File: src/smf_pkg.sv
package smf_pkg;

  localparam int MAX_WINDOW = 15;

  localparam int SAMPLE_W = 12;
  localparam int WIN_W    = 4;
  localparam int STATUS_W = 2;
  localparam int IDX_W    = $clog2(MAX_WINDOW);
  localparam int CNT_W    = $clog2(MAX_WINDOW + 1);

  localparam int IN_DATA_W  = 16;
  localparam int OUT_DATA_W = 16;

  localparam logic [WIN_W-1:0] WINDOW_RESET = WIN_W'(3);

  typedef enum logic [STATUS_W-1:0] {
    STATUS_OK       = 2'd0,
    STATUS_BAD_SIZE = 2'd1,
    STATUS_SHORT    = 2'd2
  } status_t;

  typedef enum logic [1:0] {
    ST_IDLE,
    ST_SCAN,
    ST_EMIT
  } state_t;

  // Control that every cell of the chain sees in common.
  typedef struct packed {
    logic             load;
    logic             scan;
    logic [IDX_W-1:0] k;
    logic [WIN_W-1:0] n;
  } cell_ctrl_t;

endpackage

File: src/smf_cell.sv
module smf_cell
  import smf_pkg::*;
(
  input  logic                clk,
  input  cell_ctrl_t          ctrl,
  input  logic [IDX_W-1:0]    idx,
  input  logic [SAMPLE_W-1:0] value_in,
  input  logic [SAMPLE_W-1:0] circ_in,
  input  logic [SAMPLE_W-1:0] bcast,
  output logic [SAMPLE_W-1:0] value,
  output logic [SAMPLE_W-1:0] circ,
  output logic                hit
);

  logic [IDX_W-1:0] rank;
  logic             active;
  logic             below;

  assign active = CNT_W'(idx) < CNT_W'(ctrl.n);

  // Ties are broken by window position so that every rank is distinct.
  assign below = (bcast < value) || ((bcast == value) && (ctrl.k < idx));

  assign hit = active && (rank == IDX_W'(ctrl.n >> 1));

  always_ff @(posedge clk) begin
    if (ctrl.load) begin
      value <= value_in;
      circ  <= value_in;
    end else if (ctrl.scan) begin
      circ <= circ_in;
    end
  end

  always_ff @(posedge clk) begin
    if (ctrl.load) begin
      rank <= '0;
    end else if (ctrl.scan && active && below) begin
      rank <= rank + 1'b1;
    end
  end

endmodule

File: src/sliding_median_filter_unit.sv
// Sliding-window median filter for 12-bit samples. Each accepted item shifts
// its sample into a row of cells that holds the newest samples; when the
// window of window_size samples is full, the copy of the window circulates
// through the row once, one sample a cycle, while every cell counts how many
// window samples rank below its own, and the cell whose rank is the middle
// one gives the median. An item that yields a median passes through the
// scan and then the emit state; an item that yields only a status result
// goes straight to emit, and one that yields nothing leaves the unit idle.
// The result register lets the next item enter while a result still waits.
// Items carry the sample in s_tdata and the end of a record in s_tlast;
// results carry median and status in m_tdata and the end of a record in
// m_tlast. Status 1 flags an even window size or one below three at the end
// of a record, status 2 a record that ended before the window filled.
module sliding_median_filter_unit
  import smf_pkg::*;
(
  input  logic                  clk,
  input  logic                  rst,
  input  logic                  s_tvalid,
  output logic                  s_tready,
  input  logic [IN_DATA_W-1:0]  s_tdata,   // [11:0] sample, [15:12] zero
  input  logic                  s_tlast,   // last_sample
  output logic                  m_tvalid,
  input  logic                  m_tready,
  output logic [OUT_DATA_W-1:0] m_tdata,   // [11:0] median, [13:12] status,
                                           // [15:14] zero
  output logic                  m_tlast,   // last_result
  input  logic                  cfg_valid,
  output logic                  cfg_ready,
  input  logic [WIN_W-1:0]      cfg_data   // window_size
);

  state_t               state;
  state_t               state_next;
  logic [WIN_W-1:0]     window_size;
  logic [WIN_W-1:0]     n_reg;
  logic [CNT_W-1:0]     fill;
  logic [CNT_W-1:0]     fill_inc;
  logic [IDX_W-1:0]     k;
  status_t              res_status;
  logic                 res_last;
  status_t              code;
  logic                 need_median;
  logic                 need_result;
  logic                 size_ok;
  logic                 accept;
  logic                 scan_en;
  logic                 scan_done;
  logic                 emit_en;
  cell_ctrl_t           ctrl;
  logic [SAMPLE_W-1:0]  sample;
  logic [SAMPLE_W-1:0]  median;
  logic [SAMPLE_W-1:0]  value [MAX_WINDOW];
  logic [SAMPLE_W-1:0]  circ  [MAX_WINDOW];
  logic [MAX_WINDOW-1:0] hit;

  assign sample    = s_tdata[SAMPLE_W-1:0];
  assign cfg_ready = 1'b1;
  assign accept    = s_tvalid && s_tready;

  always_ff @(posedge clk) begin
    if (rst) begin
      window_size <= WINDOW_RESET;
    end else if (cfg_valid && cfg_ready) begin
      window_size <= cfg_data;
    end
  end

  assign fill_inc = (fill == CNT_W'(MAX_WINDOW)) ? fill : fill + 1'b1;
  assign size_ok  = window_size[0] && (window_size > WIN_W'(1)) &&
                    (32'(window_size) <= MAX_WINDOW);

  always_comb begin
    need_median = 1'b0;
    need_result = 1'b0;
    code        = STATUS_OK;
    if (!size_ok) begin
      code        = STATUS_BAD_SIZE;
      need_result = s_tlast;
    end else if (32'(fill_inc) >= 32'(window_size)) begin
      need_median = 1'b1;
    end else begin
      code        = STATUS_SHORT;
      need_result = s_tlast;
    end
  end

  always_ff @(posedge clk) begin
    if (rst) begin
      fill <= '0;
    end else if (accept) begin
      fill <= s_tlast ? '0 : fill_inc;
    end
  end

  always_ff @(posedge clk) begin
    if (accept) begin
      n_reg      <= window_size;
      res_status <= code;
      res_last   <= s_tlast;
    end
  end

  always_ff @(posedge clk) begin
    if (rst) begin
      k <= '0;
    end else if (accept) begin
      k <= '0;
    end else if (scan_en) begin
      k <= k + 1'b1;
    end
  end

  assign scan_done = (k == IDX_W'(n_reg - 1'b1));

  always_comb begin
    state_next = state;
    case (state)
      ST_IDLE: begin
        if (accept && need_median) begin
          state_next = ST_SCAN;
        end else if (accept && need_result) begin
          state_next = ST_EMIT;
        end
      end
      ST_SCAN: begin
        if (scan_done) begin
          state_next = ST_EMIT;
        end
      end
      ST_EMIT: begin
        if (!m_tvalid || m_tready) begin
          state_next = ST_IDLE;
        end
      end
      default: state_next = ST_IDLE;
    endcase
  end

  always_comb begin
    s_tready = 1'b0;
    scan_en  = 1'b0;
    emit_en  = 1'b0;
    case (state)
      ST_IDLE: s_tready = 1'b1;
      ST_SCAN: scan_en  = 1'b1;
      ST_EMIT: emit_en  = !m_tvalid || m_tready;
      default: s_tready = 1'b0;
    endcase
  end

  always_ff @(posedge clk) begin
    if (rst) begin
      state <= ST_IDLE;
    end else begin
      state <= state_next;
    end
  end

  assign ctrl.load = accept;
  assign ctrl.scan = scan_en;
  assign ctrl.k    = k;
  assign ctrl.n    = n_reg;

  genvar i;
  generate
    for (i = 0; i < MAX_WINDOW; i++) begin : g_cell
      logic [SAMPLE_W-1:0] value_in;
      logic [SAMPLE_W-1:0] circ_in;
      if (i == 0) begin : g_head
        assign value_in = sample;
      end else begin : g_body
        assign value_in = value[i-1];
      end
      if (i == MAX_WINDOW - 1) begin : g_tail
        assign circ_in = '0;
      end else begin : g_link
        assign circ_in = circ[i+1];
      end
      smf_cell u_cell (
        .clk      (clk),
        .ctrl     (ctrl),
        .idx      (IDX_W'(i)),
        .value_in (value_in),
        .circ_in  (circ_in),
        .bcast    (circ[0]),
        .value    (value[i]),
        .circ     (circ[i]),
        .hit      (hit[i])
      );
    end
  endgenerate

  // Exactly one active cell holds the middle rank once the scan is over.
  always_comb begin
    median = '0;
    for (int j = 0; j < MAX_WINDOW; j++) begin
      if (hit[j]) begin
        median = median | value[j];
      end
    end
  end

  always_ff @(posedge clk) begin
    if (rst) begin
      m_tvalid <= 1'b0;
    end else if (emit_en) begin
      m_tvalid <= 1'b1;
    end else if (m_tready) begin
      m_tvalid <= 1'b0;
    end
  end

  always_ff @(posedge clk) begin
    if (emit_en) begin
      m_tdata <= {(OUT_DATA_W - SAMPLE_W - STATUS_W)'(0), res_status,
                  (res_status == STATUS_OK) ? median : SAMPLE_W'(0)};
      m_tlast <= res_last;
    end
  end

endmodule

File: config.mk
export PLATFORM = sky130hd
export DESIGN_NAME = sliding_median_filter_unit
export DESIGN_NICKNAME = d
export VERILOG_FILES = /design/src/smf_pkg.sv /design/src/smf_cell.sv /design/src/sliding_median_filter_unit.sv
export SDC_FILE = /design/constraint.sdc
export NUM_CORES = 1
export LEC_CHECK = 0
export ABC_AREA = 1
export BUFFER_PORTS_ARGS = -buffer_cell sky130_fd_sc_hd__buf_2
export CAP_MARGIN = 25
export CORE_AREA = 10 10 284 286
export DETAILED_ROUTE_END_ITERATION = 10
export DIE_AREA = 0 0 294 296
export GPL_TIMING_DRIVEN = 0
export MAX_ROUTING_LAYER = met4
export PLACE_DENSITY = 0.52
export SLEW_MARGIN = 20
export SYNTH_ARGS = -nofsm -noshare
export SYNTH_HDL_FRONTEND = slang
export SYNTH_SLANG_ARGS = --single-unit
File: constraint.sdc
create_clock -name clk -period 8.9 [get_ports clk]
set_clock_uncertainty 0.2 [all_clocks]
set_input_delay 2.225 -clock clk [delete_from_list [all_inputs] [get_ports clk]]
set_output_delay 2.225 -clock clk [all_outputs]
set_load 0.03 [all_outputs]
# Yosys cells after proc, flatten, opt, wreduce, memory -nomap -nowiden
# Index checks and enable logic that the tools add are counted.
[op_classes] magnitude_cmp=47 eq_ne=37 addsub=18 n_mux=62 n_bitwise=14 n_reduce_logical=87
[ops] cell="2-to-1 mux 12 bit" count=45
[ops] cell="== test 12 bit" count=15
[ops] cell="< comparator 12 bit" count=15
[ops] cell="OR 12 bit" count=14
[ops] cell="adder 4 x 1 -> 4 bit (second input constant)" count=17
[ops] cell="logical AND 1 bit" count=64
[ops] cell="== test 4 x 3 -> 1 bit" count=15
[ops] cell="< comparator 4 bit (first input constant)" count=7
[ops] cell="< comparator 4 bit (second input constant)" count=7
[ops] cell="logical OR 1 bit" count=16
[ops] cell="< comparator 3 x 4 -> 1 bit (first input constant)" count=4
[ops] cell="< comparator 4 x 3 -> 1 bit (second input constant)" count=4
[ops] cell="2-to-1 mux 2 bit" count=5
[ops] cell="2-to-1 mux 1 bit" count=9
[ops] cell="< comparator 1 x 4 -> 1 bit (first input constant)" count=2
[ops] cell="< comparator 2 x 4 -> 1 bit (first input constant)" count=2
[ops] cell="< comparator 4 x 1 -> 1 bit (second input constant)" count=2
[ops] cell="< comparator 4 x 2 -> 1 bit (second input constant)" count=2
[ops] cell="2-to-1 mux 4 bit" count=2
[ops] cell="case mux 2 bit (3 select lines)" count=1
[ops] cell="== test 4 bit" count=1
[ops] cell="== test 4 bit (second input constant)" count=1
[ops] cell=">= comparator 4 bit" count=1
[ops] cell="> comparator 4 x 1 -> 1 bit (second input constant)" count=1
[ops] cell="other kinds (10)" count=13
[totals] ff_bits=457 out_inout_bits=20 word_cells=321 inputBits=26

# Depth between registers and ports, before layout
# Gate-level depths: netlist of the first run.
[logic_depth] word_depth=31 depth_mapped=17 ltp_nobuf=17

# Hierarchy
# From an unflattened synthesis of the first run, not the netlist that was laid out.
[hier_totals] cells_unflattened=3265 area_unflattened_um2=27361.2
[by_module_without_submodules] module="smf_cell" seq_area_each_um2=800.8 area_per_inst_um2=1636.6 cells_each=192 n_inst=15
[by_module_without_submodules] module="sliding_median_filter_unit" seq_area_each_um2=960.9 area_per_inst_um2=2812.7 cells_each=385 n_inst=1

# Worst setup path before layout of the first run
# No wires, ideal clock.
[synth_timing] path_kind="input -> register" start="input port s_tvalid" end="register g_cell[0].u_cell.circ[0] (enable)" arrival_time_ns=5.777 stages=5 required_time_ns=7.230 setup_slack_ns=1.453 setup_time_ns=1.470 n_path_buf=3 cell_sequence="nand2_1 -> buf_2 -> buf_2 -> buf_2 -> nand2_1"
[synth_between] elab_chain_len=2
[synth_lines] item="from (decl)" line_no="sliding_median_filter_unit.sv:19" text="input logic s_tvalid,"
[synth_lines] item="logical AND 1 bit" line_no="sliding_median_filter_unit.sv:59" text="assign accept = s_tvalid && s_tready;"
[synth_lines] item="nonzero test 2 bit (no line)"
[synth_lines] item="to (signal assigned)" line_no="smf_cell.sv:29" text="circ <= value_in;"
[synth_lines] item="to (signal assigned)" line_no="smf_cell.sv:31" text="circ <= circ_in;"
[synth_lines] item="to (decl)" line_no="smf_cell.sv:11" text="output logic [SAMPLE_W-1:0] circ,"
# No other way between the ends.
# A chain may end at the register's enable or synchronous reset.

# Worst setup path in the final report of the first run
[layout_timing] start="input port s_tvalid" end="register g_cell[4].u_cell.circ[4] (enable)"
[layout_between] elab_chain_len=2
[layout_lines] item="logical AND 1 bit" line_no="sliding_median_filter_unit.sv:59"
[layout_lines] item="nonzero test 2 bit (no line)"
[layout_lines] item="to (signal assigned)" line_no="smf_cell.sv:29"
[layout_lines] item="to (signal assigned)" line_no="smf_cell.sv:31"
[layout_lines] item="to (decl)" line_no="smf_cell.sv:11"
# No other way between the ends.

==> results of run 1 <==
-- synthesized netlist by cell type, drive strengths merged --
library cell and instances:
o211ai 1, nand2 693, and2 1, conb 2, o21ai 166, o21a 15, a211oi 2, a31oi 1
nand3 243, nor3 18, a21o 1, a21oi 151, dfxtp 75, nor4 1, buf 55, a22oi 1
nor2 174, edfxtp 382, inv 337, xor2 29, ha 205, xnor2 6, clkbuf 24, o22ai 1
or2 1, o21bai 16, nand4 56, clkinv 1
-- worst max path at each step --
| stage | endpoint | slack (ps) | cells after the start | start |
|---|---|---|---|---|
| floorplan | g_cell[0].u_cell.circ[0] | 1450 | 5 | s_tvalid |
| global placement | g_cell[3].u_cell.circ[7] | -1480 | 6 | s_tvalid |
| detailed placement | g_cell[4].u_cell.circ[9] | 3850 | 8 | s_tvalid |
| CTS | g_cell[4].u_cell.circ[4] | 4520 | 8 | s_tvalid |
| global route | g_cell[4].u_cell.circ[4] | 4370 | 8 | s_tvalid |
| finish | g_cell[4].u_cell.circ[4] | 4500 | 8 | s_tvalid |
-- routing by layer --
layer	global-route usage (%)	up-vias	wire, um
met2	30.5	669	38100
met5	-	-	0
li1	-	9174	-
met1	24.9	9495	36800
met4	5.92	0	2530
met3	2.51	148	5020
-- area by class of cell --
class                           instances  share of cell area [%]
Timing Repair Buffer                   54                    1.77
Inverter                              338                    4.56
Sequential cell                       457                    46.6
Clock buffer                           58                    4.83
Multi-Input combinational cell       1785                    35.1
Antenna cell                            1                 0.00898
Tap cell                              978                    4.39
Clock inverter                         36                    1.13
Buffer                                 79                    1.65
-- through the flow --
step | TNS (ps) | util [%] | power (uW) | instances
finish | 0 | 37.1 | 7740 | 3786
global route | 0 | 37.1 | 8140 | 3785
CTS | 0 | 37.1 | 7740 | 3785
detailed placement | 0 | 34.9 | 5600 | 3691
global placement | -262850 | 34.4 | 5530 | 3675
floorplan | 0 | - | 4630 | 2659
-- cell families (layout without fill, tap and decap cells) --
family                   count (synthesis)  after routing
AO/OA/AOI/OAI                          355            355
XOR/XNOR                                35             35
adder cells (fa/ha/maj)                205            205
buffers and inverters                  417            565
flip-flops                             457            457
other                                    2              4
AND/OR/NAND/NOR                       1187           1187
-- power groups by stage --
stage	logic, uW	registers (uW)	clock network, uW
floorplan	1340	3290	0
global placement	1990	3540	0
detailed placement	2230	3370	0
CTS	2240	3340	2170
global route	2510	3380	2250
finish	2250	3340	2140
==> out/qor.txt, run 1 <==
Post-CTS setup buffers: 0
Worst-path clk slew: 60 ps
Max VDD drop: 0.151 mV
H-tree depth: 2
DR WL/cell: 21.8 um
Count of pins over their slew limit: 0
Switch Pwr: 2860 uW
Int Power: 4880 uW
Static Leak: 0.0121 uW
Area of the multi-input gates: 9780 um2
Total GRT Usage: 19.1%
Area of placed instances: 26200 um2
Max cap viols: 0
Final hold violations: 0
Switch share: 36.9%
CTS tree: done
First-pass GRT wire length: 121000 um
Synth Area in Adders: 10.5%
Clk pwr share: 27.7%
Dominant cell type by area after synthesis: edfxtp_1
R2R Setup Slk: 5550 ps
Sequential area share after synthesis: 53.0%
Syn avg cell area: 9.20 um2
Tmin final: 4400 ps
# DRC: 0
TritonCTS buffer count: 50
Kind of critical path: in2reg
Layout cells sized above 1: 8.09%
Boundary Pins: 46
Design Area, Final: 27900 um2
Mux cell area share after synthesis: 0%
Vias: 19500
WP buf/inv: 6
Root buffer cell: clkbuf_16
Drt first pass iters: 5
Worst hold endpoint: n_reg[2]
Initial core utilization: 32.5%
Main combinational cell family by area after synthesis: simple AND/OR/NAND/NOR gates
HP Class: reg2reg
Status: finished, final reports clean
Die Ht: 296 um
Clock buffer depth: 3
Max Fanout on Critical Path: 56
Setup crit start kind: input pin
Critical Path AT: 4520 ps
Pre-CTS setup slack: 3850 ps
Xor/xnor share of the synthesized area: 1.28%
R2R Path End: m_tdata[3]
Gate count after technology mapping: 2658
Rel. slew slack: 27.8%
Vias in the first global route: 18900
Commonest non-fill, non-tap cell in the layout: nand2_1
Biggest regs: g_cell.u_cell.circ (180), g_cell.u_cell.value (180), g_cell.u_cell.rank (60)
DR vias/cell: 5.15
Hold_buf cts: 0
GPL Wtd Cong: 0.927
DP HPWL: 63100 um
Fmax: 227 MHz
Gr ovfl total: 0
Clk Latency, worst-skew pair: 620 ps
Commonest non-fill, non-tap cells in the layout: nand2_1 (685), edfxtp_1 (382), inv_1 (331)
CP top delay family: buffers and inverters
P&R area growth vs syn: 13.9%
Share of the synthesized area in the top cell type: 46.9%
CP max stage delay: 450 ps
Initial DRC count: 1901
RSZ-0062 raised after global routing: false
Most frequent CP cell: buf_2
CP Cell Sequence: buf_2 > nand2_1 > buf_2 > buf_2 > buf_2 > nand2_4 > buf_16 > buf_16
CP required: 9020 ps
Antenna viol nets, final: 0
Antenna violations before repair: 2
Hold Startpoint: window_size[2]
Slowest CP cell: buf_2
Post-Route WL: 82500 um
Worst hold stages: 0
Final worst slack: 4500 ps
Core area: 75200 um2
Pin count of the biggest net entering global routing: 74
CP endpoint kind: register
Power per Cell Area: 278 nW/um2
PortBufs: 38
Post-cts sizing count: 0
Setup-failing EPs final: 0
FP Rows: 101
Seq cells post-synth: 457
Worst r2r src: n_reg[1]
Area contributors post-synth: edfxtp_1 (47%), nand2_1 (11%), ha_1 (10%), dfxtp_1 (6.1%), inv_1 (5.1%)
Post-Syn Area: 24500 um2
CTS Sinks: 457
Total die area: 87000 um2
Compound-Gate Fraction of Synth Area: 7.64%
Yosys warns: 0
Sequential group share of total power: 43.2%
Simple logic cell fraction of the synthesized area: 20.5%
Slew at the pin closest to its max-slew limit: 1080 ps
Die X: 294 um
Reg area: 13000 um2
Final net count: 2996
Worst hold slack: 221 ps
Post-synth cell types: 39
Comb power frac: 29.1%
Worst reg2reg path depth: 10
# fillers: 7592
Final period utilization: 49.4%
No activity file was read; power rests on OpenSTA's default activity.
==> run 2: changes to the inputs <==
--- a/config.mk
+++ b/config.mk
@@ -5,12 +5,12 @@
 export SDC_FILE = /design/constraint.sdc
 export NUM_CORES = 1
 export LEC_CHECK = 0
-export ABC_AREA = 1
+export ABC_AREA = 0
 export BUFFER_PORTS_ARGS = -buffer_cell sky130_fd_sc_hd__buf_2
 export CAP_MARGIN = 25
-export CORE_AREA = 10 10 284 286
+export CORE_AREA = 10 10 275 277
 export DETAILED_ROUTE_END_ITERATION = 10
-export DIE_AREA = 0 0 294 296
+export DIE_AREA = 0 0 285 287
 export GPL_TIMING_DRIVEN = 0
 export MAX_ROUTING_LAYER = met4
 export PLACE_DENSITY = 0.52
==> constraint.sdc (replaced) <==
create_clock -name clk -period 4.15 [get_ports clk]
set_clock_uncertainty 0.2 [all_clocks]
set_input_delay 1.0375 -clock clk [delete_from_list [all_inputs] [get_ports clk]]
set_output_delay 1.0375 -clock clk [all_outputs]
set_load 0.03 [all_outputs]
==> out/qor.txt, run 2 <==
Fin util: 37.9%
CTS Sinks: 457
Compound-Gate Fraction of Synth Area: 14.8%
Syn avg cell area: 11.2 um2
Die X: 285 um
Layout cells sized above 1: 7.97%
FP Rows: 97
Met2 routed WL: 34600 um
Total die area: 81800 um2
CP required: 4320 ps
Seq cells post-synth: 457
CP Cell Sequence: ha_1 > or3b_2 > a211oi_1 > buf_2 > a221oi_1 > and3_1 > a31oi_1
TritonCTS buffer count: 51
HP Class: reg2reg
CTS tree: done
DP HPWL: 56300 um
GPL Wtd Cong: 0.886
Slew at the pin closest to its max-slew limit: 1010 ps
Fmax: 243 MHz
Fin cells: 3150
Root buffer cell: clkbuf_16
Simple logic cell fraction of the synthesized area: 10.7%
Final period utilization: 99.2%
Hold Startpoint: res_last
P&R area growth vs syn: 15.1%
Core area: 69800 um2
Setup TNS: 0 ps
Main synth FF type: edfxtp_1
Most common library cells after synthesis: edfxtp_1 (382), nand2_1 (302), ha_1 (205), o21ai_0 (200), inv_1 (190)
Antenna viol nets, final: 0
Tmin final: 4120 ps
Total GRT Usage: 18.5%
Slowest CP cell: a211oi_1
Pin count of the biggest net entering global routing: 154
Share of the synthesized area in the top cell type: 49.9%
PortBufs: 37
Yosys warns: 0
Design Power: 13400 uW
Post-Syn Area: 23000 um2
Max Fanout on Critical Path: 10
Gr ovfl total: 0
Initial DRC count: 1792
Rel. slew slack: 32.5%
Max layer used: met4
Setup-failing EPs final: 0
Post-synth cell types: 70
Sequential area share after synthesis: 56.4%
M1 WL: 33400 um
Antenna violations before repair: 0
Post-CTS setup buffers: 0
Xor/xnor share of the synthesized area: 1.18%
Commonest non-fill, non-tap cells in the layout: edfxtp_1 (382), nand2_1 (301), ha_1 (205)
Final hold violations: 0
CP max stage delay: 740 ps
Area contributors post-synth: edfxtp_1 (50%), ha_1 (11%), dfxtp_1 (6.5%), nand2_1 (4.9%), o21ai_0 (4.4%)
Boundary Pins: 46
DR vias/cell: 5.43
Placed Cells incl. Taps: 3052
Count of pins over their slew limit: 0
CP endpoint kind: register
Drt first pass iters: 6
Dominant cell type by area after synthesis: edfxtp_1
Most frequent cell after synthesis: edfxtp_1
Ys async rst share: 0%
Status: finished, final reports clean
Hold_buf cts: 0
Worst hold slack: 232 ps
Die Ht: 287 um
Gate count after technology mapping: 2059
Clk Latency, worst-skew pair: 610 ps
H-tree depth: 2
Vias in the first global route: 16800
Clock buffer depth: 3
Initial core utilization: 33.0%
Final net count: 2399
Mux cell area share after synthesis: 1.10%
Vias: 17100
Routed wl met3: 4750 um
# DRC: 0
Max VDD drop: 0.318 mV
RSZ-0062 raised after global routing: false
Worst-path clk slew: 60 ps
Biggest regs: g_cell.u_cell.circ (180), g_cell.u_cell.value (180), g_cell.u_cell.rank (60)
Critical Path AT: 4280 ps
Post-Route WL: 75600 um
Power per Cell Area: 506 nW/um2
Synth Area in Adders: 11.2%
Post-synth EDFFs: 382
Beginning of the critical path: n_reg[1]
Kind of critical path: reg2reg
Main combinational cell family by area after synthesis: compound AO/OA/AOI/OAI gates
Commonest non-fill, non-tap cell in the layout: edfxtp_1
First-pass GRT wire length: 111000 um
DR WL/cell: 24.0 um
Static Leak: 0.0103 uW
Max cap viols: 0
Worst r2r src: n_reg[1]
Setup crit start kind: register
[run 2: cell types whose count changed after synthesis, sizes merged, moves of 17 or more]
cell / previous run / this run
nand2: 693 / 302
nand3: 243 / 15
inv: 337 / 190
nor2: 174 / 47
o211ai: 1 / 39
a22oi: 1 / 38
a21oi: 151 / 117
o21ai: 166 / 200
o31ai: 0 / 31
clkbuf: 24 / 54
buf: 55 / 26
nor2b: 0 / 17
[run 2: worst paths after layout]
kind	endpoint	slack, ps	depth (start not counted)
setup reg to reg	m_tdata[8]	30	7
setup / recovery	m_tdata[8]	30	7
hold / removal	m_tlast	230	0
hold reg to reg	m_tlast	230	0
[run 2: power breakdown]
| group | total (uW) | switching [uW] | internal (uW) |
|---|---|---|---|
| combinational | 2510 | 1680 | 828 |
| sequential | 6170 | 442 | 5730 |
| clock | 4720 | 1930 | 2790 |
| total | 13400 | 4050 | 9350 |
[run 2: metal layers]
metal  up-vias  global-route usage [%]
li1       7863                       -
met1      8439                    24.2
met2       666                    29.1
met3       152                    2.78
met4         0                    6.32
met5         -                       -
[run 2: cell families (layout without fill, tap and decap cells)]
kind of cell | Yosys count | count (layout)
AOI/OAI and AO/OA | 542 | 542
xor gates and xnor gates | 31 | 31
adders and majority gates | 205 | 205
buffers and inverters | 271 | 420
DFF | 457 | 457
muxes | 24 | 24
other | 2 | 4
and+or+nand+nor | 527 | 527
[run 2: final cells by class]
cell class,count,area (um2)
clock inverters,28,302
well taps,940,1180
inverters,191,717
diodes,1,2.50
repair buffers,55,510
fillers,6746,43300
flip-flops and latches,457,13000
multi-input cells,1332,9000
plain buffers,80,392
clock buffers,66,1400
[run 2: stage by stage]
stage               worst slack, ps  instance area (um2)
detailed placement             -461                24700
finish                         31.8                26500
CTS                            6.84                26400
global route                   47.4                26500
floorplan                       355                23000
global placement              -1460                24400
[run 2: what timing repair did]
| action | in CTS | in global routing |
|---|---|---|
| pin swaps | 0 | 0 |
| gates resized for setup | 2 | 6 |
| endpoints found under the setup margin | 3 | 43 |
[run 2: critical path: cells and delay by family, from the launching register on]
family,cells,cell delay [ps]
compound gates,3,1400
simple gates,2,820
flops,1,520
fa+ha+maj,1,500
buf+inv,1,440
